`src/rtl/mset_pkg.sv`:
```
// Shared widths, register codes, reset values and unit request/response types
// for the escape-time block. No dependencies.
package mset_pkg;

    localparam int C_W        = 52;   // input point components
    localparam int Z_W        = 64;   // orbit components
    localparam int W_W        = 128;  // exact squares and products
    localparam int HALF_W     = 32;   // multiplier operand width
    localparam int SMOOTH_W   = 33;
    localparam int CFG_DATA_W = 16;
    localparam int CFG_IDX_W  = 2;
    localparam int MAX_ITER_W = 16;
    localparam int ESC_LIM_W  = 15;
    localparam int MSB_W      = 7;    // bit position within a W_W word
    localparam int MANT_W     = 16;   // log2 fraction bits

    localparam logic [CFG_IDX_W-1:0] REG_MAX_ITER  = 2'd0;
    localparam logic [CFG_IDX_W-1:0] REG_ESC_LIMIT = 2'd1;

    localparam logic [MAX_ITER_W-1:0] MAX_ITER_RST  = 16'd2000;
    localparam logic [ESC_LIM_W-1:0]  ESC_LIMIT_RST = 15'd10000;  // 100.0 * 100.0

    // -1.0 in Q16.16, reported for interior points
    localparam logic signed [SMOOTH_W-1:0] SMOOTH_INTERIOR = -33'sd65536;

    typedef struct packed {
        logic           start;
        logic [Z_W-1:0] a;
        logic [Z_W-1:0] b;
    } t_mac_req;

    typedef struct packed {
        logic           done;
        logic [W_W-1:0] prod;
    } t_mac_rsp;

    typedef struct packed {
        logic           start;
        logic [W_W-1:0] val;
    } t_norm_req;

    typedef struct packed {
        logic              done;
        logic [MSB_W-1:0]  msb;
        logic [MANT_W-1:0] mant;
    } t_norm_rsp;

endpackage

```
`src/rtl/mset_mac.sv`:
```
// Shared 64x64 unsigned multiplier built from one 32x32 multiplier over four
// partial products, accumulated into a 128-bit register. Depends on mset_pkg.
module mset_mac (
    input  logic               i_clk,
    input  logic               i_rst_n,
    input  mset_pkg::t_mac_req i_req,
    output mset_pkg::t_mac_rsp o_rsp
);
    import mset_pkg::*;

    logic [Z_W-1:0]      r_a;
    logic [Z_W-1:0]      r_b;
    logic [1:0]          r_step;
    logic                r_run;
    logic                r_pv;
    logic                r_last;
    logic                r_done;
    logic [2*HALF_W-1:0] r_prod;
    logic [1:0]          r_sh;
    logic [W_W-1:0]      r_acc;

    logic [HALF_W-1:0]   a_part;
    logic [HALF_W-1:0]   b_part;
    logic [2*HALF_W-1:0] prod_w;
    logic [W_W-1:0]      prod_sh;

    assign a_part  = r_step[0] ? r_a[Z_W-1:HALF_W] : r_a[HALF_W-1:0];
    assign b_part  = r_step[1] ? r_b[Z_W-1:HALF_W] : r_b[HALF_W-1:0];
    assign prod_w  = a_part * b_part;
    // weight of the partial product is 32 * (number of high halves used)
    assign prod_sh = {{(W_W-2*HALF_W){1'b0}}, r_prod} << {r_sh, 5'd0};

    always_ff @(posedge i_clk) begin
        if (!i_rst_n) begin
            r_run  <= 1'b0;
            r_pv   <= 1'b0;
            r_done <= 1'b0;
            r_step <= 2'd0;
        end else begin
            r_pv   <= r_run;
            r_done <= r_pv && r_last;
            if (i_req.start) begin
                r_run  <= 1'b1;
                r_step <= 2'd0;
            end else if (r_run) begin
                r_step <= r_step + 2'd1;
                if (r_step == 2'd3) begin
                    r_run <= 1'b0;
                end
            end
        end
    end

    always_ff @(posedge i_clk) begin
        if (i_req.start) begin
            r_a   <= i_req.a;
            r_b   <= i_req.b;
            r_acc <= '0;
        end else if (r_pv) begin
            r_acc <= r_acc + prod_sh;
        end
        if (r_run) begin
            r_prod <= prod_w;
            r_sh   <= 2'({1'b0, r_step[0]} + {1'b0, r_step[1]});
            r_last <= (r_step == 2'd3);
        end
    end

    assign o_rsp.done = r_done;
    assign o_rsp.prod = r_acc;

endmodule

```
`config.mk`:
```
export PLATFORM = sky130hd
export DESIGN_NAME = mset_mac
export DESIGN_NICKNAME = d
export VERILOG_FILES = /design/src/rtl/mset_pkg.sv /design/src/rtl/mset_mac.sv
export SDC_FILE = /design/constraint.sdc
export NUM_CORES = 2
export LEC_CHECK = 0
export BUFFER_PORTS_ARGS = -buffer_cell sky130_fd_sc_hd__buf_4
export CORE_AREA = 3 3 319 321
export CTS_CLUSTER_SIZE = 40
export DETAILED_ROUTE_END_ITERATION = 16
export DIE_AREA = 0 0 322 324
export HOLD_SLACK_MARGIN = 0.06
export PLACE_DENSITY = 0.7
export REMOVE_ABC_BUFFERS = 1
export SETUP_SLACK_MARGIN = 0.05
export SLEW_MARGIN = 20
export SYNTH_ARGS = -nofsm -noshare
export SYNTH_HDL_FRONTEND = slang
export SYNTH_SLANG_ARGS = --single-unit
```
`constraint.sdc`:
```
create_clock -name i_clk -period 14.5 [get_ports i_clk]
set_clock_uncertainty 0.2 [all_clocks]
set_input_delay 0.725 -clock i_clk [delete_from_list [all_inputs] [get_ports i_clk]]
set_output_delay 0.725 -clock i_clk [all_outputs]
set_load 0.02 [all_outputs]
```
==> flow_metrics.tcl <==
set metrics [dict create \
    status "complete, no violations" \
    ys_ff_latch 327 \
    setup_tns_ns 0 \
    wl_mm 180.4 \
    yosysMostFrequentCell "inv_1" \
    netlist_area_um2 52270 \
    worstPathRequired_ns 14.68 \
    drt-vias-per-instance 5.870 \
    clk_pin_slew_ns 0.06 \
    yosysWarnings 0 \
    critPathCaptureType "flip-flop" \
    min_period_ns 10.61 \
    hold_class "primary input to flip-flop" \
    cts.htree.levels 2 \
    ant_nets 0 \
    gp_congestion 1.001 \
    cts_resized 0 \
    synth_area_per_cell_um2 8.956 \
    yosysTopAreaCellShare 0.3436 \
    grt_max_degree 93 \
    portBuffers 259 \
    async_reset_ff_frac 0 \
    die_w_um 322 \
    synthSimpleGateAreaFrac 0.1423 \
    drive_gt1_frac 0.09026 \
    max_freq_mhz 94.24 \
    numCtsBuffers 41 \
    synth_top_area_cell "fa_1" \
    grt_overflow_total 0 \
    synth_ff_type "edfxtp_1" \
    drv_slew 0 \
    ys_seq_area_frac 0.1624 \
    vias 43090 \
    boundaryPins 260 \
    cpPeakStageDelay_ns 0.95 \
    cts.sinks 327 \
    grt_usage 0.3481 \
    ys_types 77 \
    setup.worst_path.class "flip-flop to flip-flop" \
    arrival_ns 10.79 \
    register_area_um2 8501 \
    synth_fa_ha_area_frac 0.4372 \
    clk_latency_ns 0.65 \
    grt_pass1_vias 43820 \
    rsz0062_at_grt "false" \
    drtIter0Drc 3990 \
    antenna_found_initial 7 \
    synth_commonest_cells "inv_1 (948), fa_1 (897), nor2_1 (820)" \
    final_net_count 7426 \
    fillers 8897 \
    cap_violations 0 \
    area_delta_synth_final_pct 10.68 \
    start_kind "flip-flop" \
    post-dp-hpwl_mm 143.7 \
    die_area_um2 104300 \
    initial_core_util 0.5250 \
    worstPathMaxFanout 43 \
    grt_pass1_wl_mm 269.2 \
    hold_viol_final 0 \
    cts_buffer_depth 3 \
    synth_edf_count 194 \
    synth_top_family_by_area "adder cells" \
    post-route-period-util 0.7318 \
    synthXorXnorAreaFrac 0.03066 \
    tightestPinTransition_ns 1.152 \
    core_um2 99570 \
    synthCells 5836 \
    cp_common_cell "fa_1" \
    detail_route.wl_per_cell_um 24.58 \
    slew_headroom 0.2098 \
    drc 0 \
    drtPass1Iterations 5 \
    die_h_um 324 \
    cp_slowest_cell "dfxtp_4" \
    setup_viol 0 \
    multi_input_area_um2 39370 \
    cts_tree "built" \
    netlist_top_cells_area "fa_1 (34%), edfxtp_1 (11%), ha_1 (9.4%), inv_1 (6.8%), nor2_1 (5.9%)" \
    synth_mux_area_frac 0.04558 \
    rows 116 \
    root_buffer "clkbuf_16" \
    synth_compound_area_frac 0.09283 \
]
[worst max-delay path, delay by kind of cell (launching register included)]
family | cells | cell delay (ns)
AOI/OAI and AO/OA | 11 | 3.03
xor gates and xnor gates | 1 | 0.11
DFF | 1 | 0.95
muxes | 1 | 0.88
adders and majority gates | 9 | 4.15
buffers and inverters | 5 | 0.81
and+or+nand+nor | 1 | 0.15
[state kept, by name, summed over array words and instances, names as in the netlist]
name / flops
r_step: 2
r_pv: 1
r_sh: 1
r_done: 1
r_prod: 64
r_a: 64
r_last: 1
r_acc: 128
r_b: 64
r_run: 1
[through the flow]
step / setup WS (ns) / area (um^2) / util / cells / hold slack [ns]
6_report: 3.889 / 57850 / 0.5810 / 7340 / 0.09484
5_1_grt: 3.549 / 57840 / 0.5810 / 7337 / 0.07647
4_1_cts: 4.068 / 57840 / 0.5809 / 7336 / 0.06050
3_5_place_dp: 4.093 / 55570 / 0.5582 / 7178 / 0.2704
3_3_place_gp: 4.423 / 55570 / 0.5582 / 7178 / 0.2620
2_1_floorplan: 4.123 / 51170 / - / 5545 / 0.3392
[final timing paths]
| path | start | endpoint | slack [ns] | cells after the start |
|---|---|---|---|---|
| worst min-delay path | i_req[99] | r_a[35] | 0.09 | 1 |
| worst max-delay path | r_step[0] | r_prod[62] | 3.89 | 28 |
| worst min register to register | r_acc[114] | r_acc[114] | 0.27 | 2 |
| worst max register to register | r_step[0] | r_prod[62] | 3.89 | 28 |
[logic make-up (layout without fill, tap and decap cells)]
logic type	count (synthesis)	in the layout
flip-flops	327	327
other	0	4
adder cells (fa/ha/maj)	1288	1288
AND/OR/NAND/NOR	1783	1783
XOR/XNOR	183	183
AO/OA/AOI/OAI	786	786
buffers and inverters	1239	1441
multiplexers	230	230
[cell type report]
class / count / area share
Inverter: 948 / 0.06151
Multi-Input combinational cell: 4270 / 0.6806
Tap cell: 1298 / 0.02807
Clock inverter: 24 / 0.005969
Timing Repair Buffer: 419 / 0.05811
Sequential cell: 327 / 0.1469
Antenna cell: 4 / 0.0001730
Clock buffer: 50 / 0.01867
[cells in the final DEF, fill, tap and decap left out, types with 129 or more instances in the layout]
master      n
a21oi_1   289
dfxtp_1   129
nor2_1    819
nand2_1   652
fa_1      897
inv_1     948
edfxtp_1  194
buf_4     334
o21ai_0   183
ha_1      391
[repair_timing]
item,CTS,global route
hold buffers,84,0
buffers inserted,0,0
endpoints found under the hold margin,84,0
[layer usage]
layer	up-vias	track usage	routed length, um
li1	18820	-	-
met1	21170	0.4328	66940
met2	2507	0.5545	80640
met3	585	0.08616	19750
met4	2	0.2043	13060
met5	-	0	12
Power is left out: the tool's default activity adds up to more than one toggle a clock period on the data nets, which glitch-free logic cannot reach.
